**config.mk**
```make
export PLATFORM = sky130hd
export DESIGN_NAME = ascii_pose_frame_parser_unit
export DESIGN_NICKNAME = d
export VERILOG_FILES = /design/src/rtl/core/apfp_pkg.sv /design/src/rtl/core/apfp_field_dec.sv /design/src/rtl/core/apfp_frame.sv /design/src/rtl/core/ascii_pose_frame_parser_unit.sv
export SDC_FILE = /design/constraint.sdc
export NUM_CORES = 1
export LEC_CHECK = 0
export ABC_AREA = 1
export BUFFER_PORTS_ARGS = -buffer_cell sky130_fd_sc_hd__buf_2
export CORE_MARGIN = 2
export CORE_UTILIZATION = 30
export CTS_CLUSTER_SIZE = 20
export DETAILED_ROUTE_END_ITERATION = 8
export MAX_ROUTING_LAYER = met4
export SLEW_MARGIN = 20
export SYNTH_ARGS = -nofsm -noshare
export SYNTH_HDL_FRONTEND = slang
export SYNTH_HIERARCHICAL = 1
export SYNTH_SLANG_ARGS = --single-unit
```
**constraint.sdc**
```tcl
create_clock -name clk -period 10.3 [get_ports clk]
set_clock_uncertainty 0.15 [all_clocks]
set_input_delay 0 -clock clk [delete_from_list [all_inputs] [get_ports clk]]
set_output_delay 0 -clock clk [all_outputs]
set_load 0.03 [all_outputs]
```
**src/rtl/core/apfp_pkg.sv**
```systemverilog
// ----------------------------------------------------------------------------
// apfp_pkg
// Shared types, constants and helpers for the ASCII pose frame parser.
// ----------------------------------------------------------------------------
package apfp_pkg;

	localparam int APFP_MAX_FRAME = 30;
	localparam int KEPT_BYTES     = 12;

	localparam logic [7:0] START_CHAR = 8'h4D;  // 'M'
	localparam logic [7:0] CR_CHAR    = 8'h0D;
	localparam logic [7:0] LF_CHAR    = 8'h0A;
	localparam logic [7:0] PLUS_CHAR  = 8'h2B;
	localparam logic [7:0] MINUS_CHAR = 8'h2D;

	localparam int X_W = 15;
	localparam int Z_W = 15;
	localparam int H_W = 11;

	// bytes of the current frame as the decoders see them; unreceived read zero
	typedef struct packed {
		logic                          done;
		logic [KEPT_BYTES-1:0][7:0]    bytes;
	} frame_view_t;

	function automatic logic is_blank(input logic [7:0] c);
		return (c == 8'h20) || (c >= 8'h09 && c <= 8'h0D);
	endfunction

	function automatic logic is_digit(input logic [7:0] c);
		return (c >= 8'h30) && (c <= 8'h39);
	endfunction

endpackage

```
**src/rtl/core/apfp_field_dec.sv**
```systemverilog
// ----------------------------------------------------------------------------
// apfp_field_dec
// Decodes one fixed-width character field as a signed decimal number:
// leading blanks, optional sign, digits up to the first non-digit.
// ----------------------------------------------------------------------------
module apfp_field_dec
	import apfp_pkg::*;
#(
	parameter int LEN   = 4,
	parameter int OUT_W = 15
) (
	input  logic [LEN-1:0][7:0]      chars,
	output logic signed [OUT_W-1:0]  value
);

	typedef enum logic [1:0] {
		PH_SKIP,
		PH_DIGITS,
		PH_DONE
	} phase_t;

	phase_t           phase;
	logic             neg;
	logic [OUT_W-1:0] acc;

	always_comb begin
		phase = PH_SKIP;
		neg   = 1'b0;
		acc   = '0;
		for (int i = 0; i < LEN; i++) begin
			case (phase)
				PH_SKIP: begin
					if (is_blank(chars[i])) begin
						phase = PH_SKIP;
					end else if (chars[i] == PLUS_CHAR || chars[i] == MINUS_CHAR) begin
						neg   = (chars[i] == MINUS_CHAR);
						phase = PH_DIGITS;
					end else if (is_digit(chars[i])) begin
						acc   = OUT_W'(chars[i][3:0]);
						phase = PH_DIGITS;
					end else begin
						phase = PH_DONE;
					end
				end
				PH_DIGITS: begin
					if (is_digit(chars[i])) begin
						acc = OUT_W'(acc * OUT_W'(10)) + OUT_W'(chars[i][3:0]);
					end else begin
						phase = PH_DONE;
					end
				end
				default: begin
					phase = PH_DONE;
				end
			endcase
		end
	end

	assign value = neg ? $signed(OUT_W'(-acc)) : $signed(acc);

endmodule

```
**src/rtl/core/apfp_frame.sv**
```systemverilog
// ----------------------------------------------------------------------------
// apfp_frame
// Frame collector: byte count, first twelve bytes and the previous byte;
// flags a completed frame on CR LF and clears itself on done or error.
// ----------------------------------------------------------------------------
module apfp_frame
	import apfp_pkg::*;
#(
	parameter int MAX_FRAME = APFP_MAX_FRAME
) (
	input  logic         clk,
	input  logic         arst_n,
	input  logic         step,
	input  logic [7:0]   byte_in,
	output frame_view_t  view
);

	localparam int CNT_W = $clog2(MAX_FRAME + 1);

	logic [CNT_W-1:0]            count_q;
	logic [7:0]                  prev_q;
	logic [KEPT_BYTES-1:0][7:0]  frame_q;

	logic       over;
	logic       bad_start;
	logic       done;
	logic [7:0] first_byte;

	assign over       = (count_q >= CNT_W'(MAX_FRAME));
	assign first_byte = (count_q == '0) ? byte_in : frame_q[0];
	assign bad_start  = (first_byte != START_CHAR);
	assign done       = !over && !bad_start && (count_q != '0)
	                    && (byte_in == LF_CHAR) && (prev_q == CR_CHAR);

	// positions at or past the count have never been written in this frame
	always_comb begin
		view.done = done;
		for (int i = 0; i < KEPT_BYTES; i++) begin
			if (CNT_W'(i) < count_q) begin
				view.bytes[i] = frame_q[i];
			end else if (CNT_W'(i) == count_q) begin
				view.bytes[i] = byte_in;
			end else begin
				view.bytes[i] = '0;
			end
		end
	end

	always_ff @(posedge clk or negedge arst_n) begin
		if (!arst_n) begin
			count_q <= '0;
			prev_q  <= '0;
		end else if (step) begin
			if (over || bad_start || done) begin
				count_q <= '0;
				prev_q  <= '0;
			end else begin
				count_q <= count_q + 1'b1;
				prev_q  <= byte_in;
			end
		end
	end

	always_ff @(posedge clk) begin
		if (step && !over && (count_q < CNT_W'(KEPT_BYTES))) begin
			frame_q[count_q[3:0]] <= byte_in;
		end
	end

	a_count_bound: assert property (@(posedge clk) disable iff (!arst_n)
		count_q <= CNT_W'(MAX_FRAME))
		else $error("frame count beyond limit");

	a_done_clears: assert property (@(posedge clk) disable iff (!arst_n)
		step && done |=> count_q == '0)
		else $error("frame not cleared after completion");

	a_over_clears: assert property (@(posedge clk) disable iff (!arst_n)
		step && over |=> count_q == '0 && prev_q == '0)
		else $error("overlong frame not dropped");

endmodule

```
**src/rtl/core/ascii_pose_frame_parser_unit.sv**
```systemverilog
// ----------------------------------------------------------------------------
// ascii_pose_frame_parser_unit
// Collects 'M' ... CR LF frames from a byte stream and returns the decoded
// x, z and heading fields of each completed frame.
// ----------------------------------------------------------------------------
// Path: the LF passes the input register, then the result register; it waits in
// the input register while an earlier result is held at the output and not taken.
// Throughput: one byte per cycle unless a held result stalls the input; the input
// register and the result register let a byte enter while an earlier result waits.
// Reset: arst_n clears the frame count, previous byte and both valid flags;
// stored frame bytes are not reset (positions past the count read as zero).
module ascii_pose_frame_parser_unit
	import apfp_pkg::*;
#(
	parameter int MAX_FRAME = APFP_MAX_FRAME
) (
	input  logic                clk,
	input  logic                arst_n,
	input  logic                in_valid,
	output logic                in_ready,
	input  logic [7:0]          rx_byte,
	output logic                out_valid,
	input  logic                out_ready,
	output logic signed [X_W-1:0] x_position,
	output logic signed [Z_W-1:0] z_position,
	output logic signed [H_W-1:0] heading
);

	logic       valid_s1;
	logic [7:0] byte_s1;
	logic       adv_s1;
	logic       step;

	frame_view_t view;

	logic signed [X_W-1:0] x_dec;
	logic signed [Z_W-1:0] z_dec;
	logic signed [H_W-1:0] h_dec;

	logic                  out_valid_q;
	logic signed [X_W-1:0] x_q;
	logic signed [Z_W-1:0] z_q;
	logic signed [H_W-1:0] h_q;

	assign adv_s1   = !out_valid_q || out_ready;
	assign step     = valid_s1 && adv_s1;
	assign in_ready = !valid_s1 || adv_s1;

	always_ff @(posedge clk or negedge arst_n) begin
		if (!arst_n) begin
			valid_s1 <= 1'b0;
		end else if (in_ready) begin
			valid_s1 <= in_valid;
		end
	end

	always_ff @(posedge clk) begin
		if (in_valid && in_ready) begin
			byte_s1 <= rx_byte;
		end
	end

	apfp_frame #(
		.MAX_FRAME (MAX_FRAME)
	) u_frame (
		.clk     (clk),
		.arst_n  (arst_n),
		.step    (step),
		.byte_in (byte_s1),
		.view    (view)
	);

	apfp_field_dec #(.LEN(4), .OUT_W(X_W)) u_dec_x (
		.chars (view.bytes[4:1]),
		.value (x_dec)
	);

	apfp_field_dec #(.LEN(4), .OUT_W(Z_W)) u_dec_z (
		.chars (view.bytes[8:5]),
		.value (z_dec)
	);

	apfp_field_dec #(.LEN(3), .OUT_W(H_W)) u_dec_h (
		.chars (view.bytes[11:9]),
		.value (h_dec)
	);

	always_ff @(posedge clk or negedge arst_n) begin
		if (!arst_n) begin
			out_valid_q <= 1'b0;
		end else if (adv_s1) begin
			out_valid_q <= valid_s1 && view.done;
		end
	end

	always_ff @(posedge clk) begin
		if (step && view.done) begin
			x_q <= x_dec;
			z_q <= z_dec;
			h_q <= h_dec;
		end
	end

	assign out_valid  = out_valid_q;
	assign x_position = x_q;
	assign z_position = z_q;
	assign heading    = h_q;

	a_result_source: assert property (@(posedge clk) disable iff (!arst_n)
		$rose(out_valid_q) |-> $past(step && view.done))
		else $error("result without a completed frame");

	a_stall_source: assert property (@(posedge clk) disable iff (!arst_n)
		!in_ready |-> valid_s1 && out_valid_q && !out_ready)
		else $error("input stalled without a blocked result");

	a_result_hold: assert property (@(posedge clk) disable iff (!arst_n)
		out_valid_q && !out_ready |=> out_valid_q && $stable(x_q) && $stable(h_q))
		else $error("pending result overwritten");

endmodule
```
Word level (Yosys, flattened, before mapping)
Index checks and enable logic that the tools add are counted.
{"block": "op_classes", "addsub": 12, "multipliers": 8, "magnitude_cmp": 59, "n_eq_ne": 55, "muxes": 144, "n_reduce_logical": 73}
{"op": "2-to-1 mux 15 bit", "count": 30}
{"op": "== test 8 x 6 -> 1 bit, second input constant", "count": 33}
{"op": "2-to-1 mux 8 bit", "count": 25}
{"op": "one-hot mux 15 bit (2 select lines)", "count": 6}
{"op": "2-to-1 mux 11 bit", "count": 11}
{"op": "bitwise mux 96 bit", "count": 1}
{"op": "adder 15 x 4 -> 15 bit", "count": 6}
{"op": "multiplier 15 x 3 -> 14 bit, second input constant", "count": 6}
{"op": ">= comparator 8 x 4 -> 1 bit, second input constant", "count": 11}
{"op": ">= comparator 8 x 6 -> 1 bit, second input constant", "count": 11}
{"op": "<= comparator 8 x 4 -> 1 bit, second input constant", "count": 11}
{"op": "<= comparator 8 x 6 -> 1 bit, second input constant", "count": 11}
{"op": "2-to-1 mux 2 bit", "count": 29}
{"op": "one-hot mux 11 bit (2 select lines)", "count": 2}
{"op": "logical AND 1 bit", "count": 33}
{"op": "demux 8 bit (select 4 bit)", "count": 1}
{"op": "2-to-1 mux 1 bit", "count": 30}
{"op": "negator 15 bit", "count": 2}
{"op": "logical OR 1 bit", "count": 26}
{"op": "adder 11 x 4 -> 11 bit", "count": 2}
{"op": "multiplier 11 x 3 -> 10 bit, second input constant", "count": 2}
{"op": "== test 3 x 5 -> 1 bit, first input constant", "count": 4}
{"op": "== test 4 x 5 -> 1 bit, first input constant", "count": 4}
{"op": "less-than comparator 3 x 5 -> 1 bit, first input constant", "count": 4}
{"op": "other kinds (21)", "count": 50}
{"block": "word_totals", "ff_bits": 160, "input_bits": 12, "out_inout_bits": 43, "elab_cells": 371}

Logic depth before layout (Yosys ltp)
Gate-level depths: netlist of run 1.
{"block": "depth", "depth_word": 22, "depth_mapped": 55, "depth_no_buf": 53}

By module
The synthesis of run 1 kept the hierarchy.
{"module": "apfp_frame", "n_inst": 1, "cells_each": 515, "area_each_um2": 5212.5, "seq_area_each_um2": 3208.1}
{"module": "apfp_field_dec at u_dec_x", "n_inst": 1, "cells_each": 774, "area_each_um2": 4227.8, "seq_area_each_um2": 0.0}
{"module": "apfp_field_dec at u_dec_z", "n_inst": 1, "cells_each": 698, "area_each_um2": 3837.4, "seq_area_each_um2": 0.0}
{"module": "apfp_field_dec at u_dec_h", "n_inst": 1, "cells_each": 403, "area_each_um2": 2337.2, "seq_area_each_um2": 0.0}
{"module": "ascii_pose_frame_parser_unit", "n_inst": 1, "cells_each": 64, "area_each_um2": 1579.0, "seq_area_each_um2": 1521.5}

Worst setup path after synthesis of run 1
No wires, ideal clock.
{"block": "synth_path", "path_type": "register to register", "start": "register u_frame.count_q[2]", "end": "register x_q[14], in the netlist x_position[14] (data pin)", "setup_time_ps": 252, "arrival_time_ps": 7020, "required_time_ps": 9898, "setup_slack_ps": 2878, "stages_incl_launch_ff": 47, "path_buffers": 2, "period_less_slack_ps": 7422, "path_cell_list": "dfrtp_1 inv_2 buf_6 nand2_1 buf_4 nor2_2 nand2_1 o21ai_0 nand2_1 nor2_1 nand2_2 nor2_1 ha_1 ha_1 a21oi_1 nand2_1 or2_2 nand2_1 [... 11 more ...] ha_1 a21oi_1 o21a_1 nand2_1 nand2_1 nand2_1 nor2_1 nand2_1 nand2_1 inv_1 a21oi_1 a21oi_2 inv_2 nand2_1 nor2_1 nand3_1 nand3b_1 nand2_1"}
{"item": "start: declaration", "line_no": "apfp_frame.sv:20", "text": "logic [CNT_W-1:0] count_q;"}
{"item": "start signal: assignment", "line_no": "apfp_frame.sv:58", "text": "count_q <= count_q + 1'b1;"}
{"item": "end signal: assignment", "line_no": "ascii_pose_frame_parser_unit.sv:98", "text": "x_q <= x_dec;"}
{"item": "end: declaration", "line_no": "ascii_pose_frame_parser_unit.sv:41", "text": "logic signed [X_W-1:0] x_q;"}

==> results of run 1 <==
==> metrics by stage <==
stage | hold slack, ns | total power, mW
floorplan | -0.446 | 0.764
global placement | -0.208 | 0.793
detailed placement | -0.198 | 0.793
CTS | 0.0991 | 1.45
global route | 0.120 | 1.49
finish | 0.106 | 1.44
==> where the power goes <==
part	leakage [nW]	total (mW)	internal [mW]	switching [mW]
clock	0.302	0.656	0.350	0.306
combinational	7.35	0.0682	0.0179	0.0503
sequential	1.63	0.715	0.711	0.00377
total	9.28	1.44	1.08	0.361
==> routing by layer <==
layer | GRT usage | wire [um] | up-vias
li1 | - | - | 8199
met5 | - | 0 | -
met2 | 0.251 | 20400 | 279
met4 | 0.0312 | 448 | 0
met3 | 0.0166 | 1530 | 32
met1 | 0.207 | 21500 | 7159
==> worst max-delay path, delay by kind of cell, from the launching register on <==
family	cells	cell delay (ns)
and+or+nand+nor	30	4.05
adders and majority gates	7	2.39
AOI/OAI and AO/OA	6	1.11
DFF	1	0.51
buffers and inverters	6	0.44
==> worst paths after layout <==
kind                                       to               start  slack, ns  cells after the start
max                            x_position[14]  u_frame/count_q[4]       1.39                     49
min                                byte_s1[1]          rx_byte[1]       0.11                      2
max reg2reg                    x_position[14]  u_frame/count_q[4]       1.39                     49
min reg2reg                 u_frame/prev_q[5]   u_frame/prev_q[5]       0.34                      2
max in group asynchronous  u_frame/count_q[4]              arst_n       8.88                      3
min in group asynchronous            valid_s1              arst_n       0.60                      3
==> layout make-up <==
| type | count | area, um2 |
|---|---|---|
| Clock buffer | 17 | 425 |
| Timing Repair Buffer | 87 | 551 |
| Clock inverter | 15 | 198 |
| Tap cell | 756 | 946 |
| Fill cell | 6108 | 37400 |
| Multi-Input combinational cell | 1887 | 10800 |
| Sequential cell | 160 | 4730 |
| Inverter | 350 | 1330 |
==> state kept, by name, summed over array words and instances (netlist names) <==
register and flops:
u_frame/frame_q 96, x_position 15, z_position 15, heading 11, byte_s1 8, u_frame/prev_q 8, u_frame/count_q 5, out_valid 1
valid_s1 1
==> impl_metrics.csv, run 1 <==
group,metric,value,unit
status,run_status,"finished, final reports clean",
job,max-cap-violations,0,
clock_network,cts_tree,"built",
global_routing,wire_length_of_the_first_global_routing_pass,73.2,mm
global_routing,antenna_violations_before_repair,0,
placed_design,dp_hpwl,34.3,mm
clock_network,clkLatencyLatePin,0.45,ns
timing,worst_pin_slew,0.984,ns
timing,post-route-min-period,8.91,ns
final_layout,finalInstanceArea,19000,um2
critical_path,critical_path.startpoint_type,"flip-flop",
final_layout,antenna_cells,0,
logic_synthesis,mean_cell_area_of_the_mapped_netlist,7.02,um2
placed_design,dpl-instance-area,18200,um2
detailed_routing,route.detailed.wl_per_inst,13.4,um
timing,f_max,112,MHz
clock_network,postCtsResizedCells,0,
detailed_routing,drt_pre_antenna_iters,6,
clock_network,cts.repair_timing.setup_buffer_count,0,
global_routing,grtUsageTotal,0.154,
logic_synthesis,synthesis_warning_total,6,
critical_path,arrival,8.97,ns
floorplan,core_region_area,56400,um2
detailed_routing,drt_iter0_drc,1006,
critical_path,critical_path.max_stage_delay,0.58,ns
placed_design,dp.cells,3227,
critical_path,critical_path.endpoint_type,"flip-flop",
timing,finalCritPeriodShare,0.865,
clock_network,clock_tree.htree_level_count,4,
global_routing,grt_pass1_vias,14600,
floorplan,floorplan.die_area,59000,um2
final_layout,layout.nets,2657,
hold_path,hold_class,"input port to flip-flop",
clock_network,post_cts_hold_buffer_count,13,
floorplan,io-pin-count,55,
logic_synthesis,syn_inst,2436,
logic_synthesis,synthesis.nets,2590,
final_layout,layout-area-overhead-vs-synth,11.2,%
clock_network,tritoncts.num_buffers,17,
clock_network,clock_sinks,160,
detailed_routing,antenna_violating_nets_post_route,0,
timing,final.setup.worst_slack,1.39,ns
clock_network,cts.root.buffer_cell,"sky130_fd_sc_hd__clkbuf_16",
global_routing,grt_start_max_net_pins,42,
detailed_routing,dr_total_vias,15700,
placed_design,place.port_buffers,54,
clock_network,number_of_buffers_on_the_longest_clock_path,2,
power,powerDensity,75.7,nW/um2
power,power.leakage,9.28,nW
timing,max-slew-margin-rel,0.339,
detailed_routing,drt_drc_violations_left,0,
critical_path,critical_path_class,"flip-flop to flip-flop",
power,vdd_drop_max,0.104,mV
detailed_routing,wirelength,43.9,mm
placed_design,gpl.final_weighted_congestion,0.915,
timing,grt_setup_unrepaired,"no",
detailed_routing,drt-vias-per-instance,4.79,
critical_path,critPathMostFrequentCell,"sky130_fd_sc_hd__nand2_1",
final_layout,final_common_cell,"sky130_fd_sc_hd__nand2_1",
critical_path,critPathSlowestCell,"sky130_fd_sc_hd__nand2_1",
placed_design,preCtsSetupSlack,1.47,ns
floorplan,starting_density_of_the_core,0.303,
final_layout,layout-drive-gt1-share,0.132,
final_layout,post-route-util,0.337,
final_layout,most-common-layout-cells,"680 x sky130_fd_sc_hd__nand2_1, 306 x sky130_fd_sc_hd__inv_1, 249 x sky130_fd_sc_hd__nand3_1",
timing,hold_violations,0,
critical_path,required,10.36,ns
floorplan,floorplan.rows,87,
timing,setup_viol,0,
timing,final.setup.tns,0,ns
critical_path,crit_fanout,29,
floorplan,chip_height,243,um
final_layout,layoutNonFillerInstCount,3272,
clock_network,worst_setup_hold_path_clk_slew,0.08,ns
logic_synthesis,synthesis.area,17100,um2
floorplan,die_width,243,um
timing,slew_viol_final,0,
global_routing,globalRoute.totalOverflow,0,
No activity file was read; power rests on OpenSTA's default activity.
==> inputs of run 2 (changes only) <==
- CORE_UTILIZATION: 30 -> 45
==> run 2 against run 1 <==
Effect of this change:
- count of clock-buffer cells in the layout unchanged
- clock power shrank 4.0%
- cell count decreased by 7.7%
- maximum frequency is 2.3% lower
- worst hold slack improved by 0.0016 ns
- wire length decreased by 1.8%
- sequential power about the same
- largest power group unchanged
==> impl_metrics.csv, run 2 (synthesized netlist as in run 1, its figures left out) <==
group,metric,value,unit
status,run_status,"finished, final reports clean",
floorplan,floorplan.die_area,39600,um2
global_routing,grt_start_max_net_pins,42,
timing,grt_setup_unrepaired,"no",
global_routing,globalRoute.totalOverflow,0,
clock_network,clkLatencyLatePin,0.44,ns
global_routing,grtUsageTotal,0.232,
critical_path,cp.buffers_inverters,7,
detailed_routing,drt_drc_violations_left,0,
detailed_routing,max_layer_used,"met4",
power,vdd_drop_max,0.111,mV
final_layout,layout-drive-gt1-share,0.130,
timing,finalCritPeriodShare,0.885,
detailed_routing,dr_total_vias,15900,
placed_design,dp_hpwl,33.7,mm
placed_design,gpl.final_weighted_congestion,0.906,
timing,setup_viol,0,
clock_network,post_cts_hold_buffer_count,13,
timing,post-route-min-period,9.12,ns
critical_path,critical_path.endpoint_type,"flip-flop",
power,finalPower,1.41,mW
clock_network,worst_setup_hold_path_clk_slew,0.08,ns
detailed_routing,route.detailed.wl_per_inst,14.3,um
critical_path,critical_path_class,"flip-flop to flip-flop",
clock_network,number_of_buffers_on_the_longest_clock_path,2,
clock_network,cts.repair_timing.setup_buffer_count,0,
timing,max-slew-margin-rel,0.256,
power,powerDensity,75.7,nW/um2
placed_design,place.port_buffers,54,
timing,final.setup.worst_slack,1.18,ns
final_layout,layout-area-overhead-vs-synth,8.96,%
detailed_routing,wirelength,43.1,mm
detailed_routing,drt_iter0_drc,1095,
critical_path,timing.rr.start,"u_frame/count_q[4]",
global_routing,wire_length_of_the_first_global_routing_pass,72.3,mm
hold_path,hold_class,"input port to flip-flop",
clock_network,postCtsResizedCells,0,
timing,worst_pin_slew,1.11,ns
detailed_routing,drt-vias-per-instance,5.27,
clock_network,cts_tree,"built",
clock_network,clock_tree.htree_level_count,4,
floorplan,starting_density_of_the_core,0.455,
floorplan,io-pin-count,55,
final_layout,most-common-layout-cells,"680 x sky130_fd_sc_hd__nand2_1, 306 x sky130_fd_sc_hd__inv_1, 249 x sky130_fd_sc_hd__nand3_1",
placed_design,preCtsSetupSlack,1.31,ns
final_layout,antenna_cells,0,
timing,slew_viol_final,0,
power,power.leakage,9.23,nW
global_routing,grt_pass1_vias,14800,
floorplan,core_region_area,37600,um2
critical_path,critPathMostFrequentCell,"sky130_fd_sc_hd__nand2_1",
clock_network,clock_sinks,160,
floorplan,chip_height,199,um
detailed_routing,met2RoutedLength,20.0,mm
critical_path,required,10.34,ns
critical_path,critical_path.top_delay_family,"simple AND/OR/NAND/NOR gates",
critical_path,crit_start,"u_frame/count_q[4]",
critical_path,critPathSlowestCell,"sky130_fd_sc_hd__nand2_1",
timing,final.setup.tns,0,ns
detailed_routing,antenna_violating_nets_post_route,0,
final_layout,layout.nets,2650,
floorplan,floorplan.rows,71,
global_routing,antenna_violations_before_repair,0,
final_layout,final_common_cell,"sky130_fd_sc_hd__nand2_1",
critical_path,worst_case_register_to_register_setup_slack,1.18,ns
hold_path,worstHoldStart,"rx_byte[6]",
floorplan,die_width,199,um
clock_network,cts.root.buffer_cell,"sky130_fd_sc_hd__clkbuf_16",
critical_path,crit_fanout,29,
timing,f_max,110,MHz
detailed_routing,dr_wl_met3,1.93,mm
timing,hold_violations,0,
detailed_routing,drt_pre_antenna_iters,5,
clock_network,tritoncts.num_buffers,17,
critical_path,critical_path.startpoint_type,"flip-flop",
final_layout,largest_reg_flops,96,
detailed_routing,met1_length,20.4,mm
job,max-cap-violations,0,
critical_path,critical_path.max_stage_delay,0.58,ns
critical_path,arrival,9.16,ns
-- run 2: cell types whose count changed in the layout (fill, tap and decap cells not counted), sizes merged --
cell / before / now
buf: 74 / 67
clkinv: 12 / 7
inv: 352 / 357
bufinv: 1 / 0
clkinvlp: 0 / 1
-- run 2: worst reg2reg max path: cells and delay by family (launching register included) --
kind                       cells  cell delay, ns
AOI/OAI and AO/OA              5            1.16
adders and majority gates      7            2.39
buffers and inverters          7            0.49
DFF                            1            0.51
and+or+nand+nor               30            4.16
-- run 2: power breakdown --
| group | switching (mW) | internal [mW] | total [mW] |
|---|---|---|---|
| Combinational | 0.0483 | 0.0173 | 0.0656 |
| Clock | 0.301 | 0.330 | 0.630 |
| Sequential | 0.00365 | 0.711 | 0.715 |
-- run 2: area by class of cell --
type,instances,area (um2)
Inverter,350,1330
Tap cell,511,639
Clock buffer,17,425
Clock inverter,15,175
Fill cell,3724,18900
Multi-Input combinational cell,1887,10800
Sequential cell,160,4730
Timing Repair Buffer,80,498
-- run 2: worst paths after layout --
| path | to | depth (start not counted) |
|---|---|---|
| setup / recovery | x_position[14] | 49 |
| hold / removal | byte_s1[6] | 2 |
| setup reg to reg | x_position[14] | 49 |
| hold reg to reg | u_frame/prev_q[4] | 2 |
| max in group asynchronous | u_frame/count_q[1] | 3 |
| min in group asynchronous | valid_s1 | 3 |
-- run 2: stage by stage --
stage | instances | hold WS, ns | cell area, um2 | utilization
2_1_floorplan | 2436 | -0.446 | 17100 | -
3_3_place_gp | 2975 | -0.214 | 17900 | 0.476
3_5_place_dp | 2975 | -0.219 | 17900 | 0.476
4_1_cts | 3020 | 0.0904 | 18600 | 0.495
5_1_grt | 3020 | 0.106 | 18600 | 0.496
6_report | 3020 | 0.108 | 18600 | 0.496
-- run 2: metal layers --
metal,global-route usage,up-vias
li1,-,8198
met1,0.308,7291
met2,0.382,374
met3,0.0253,60
met4,0.0556,0
met5,-,-
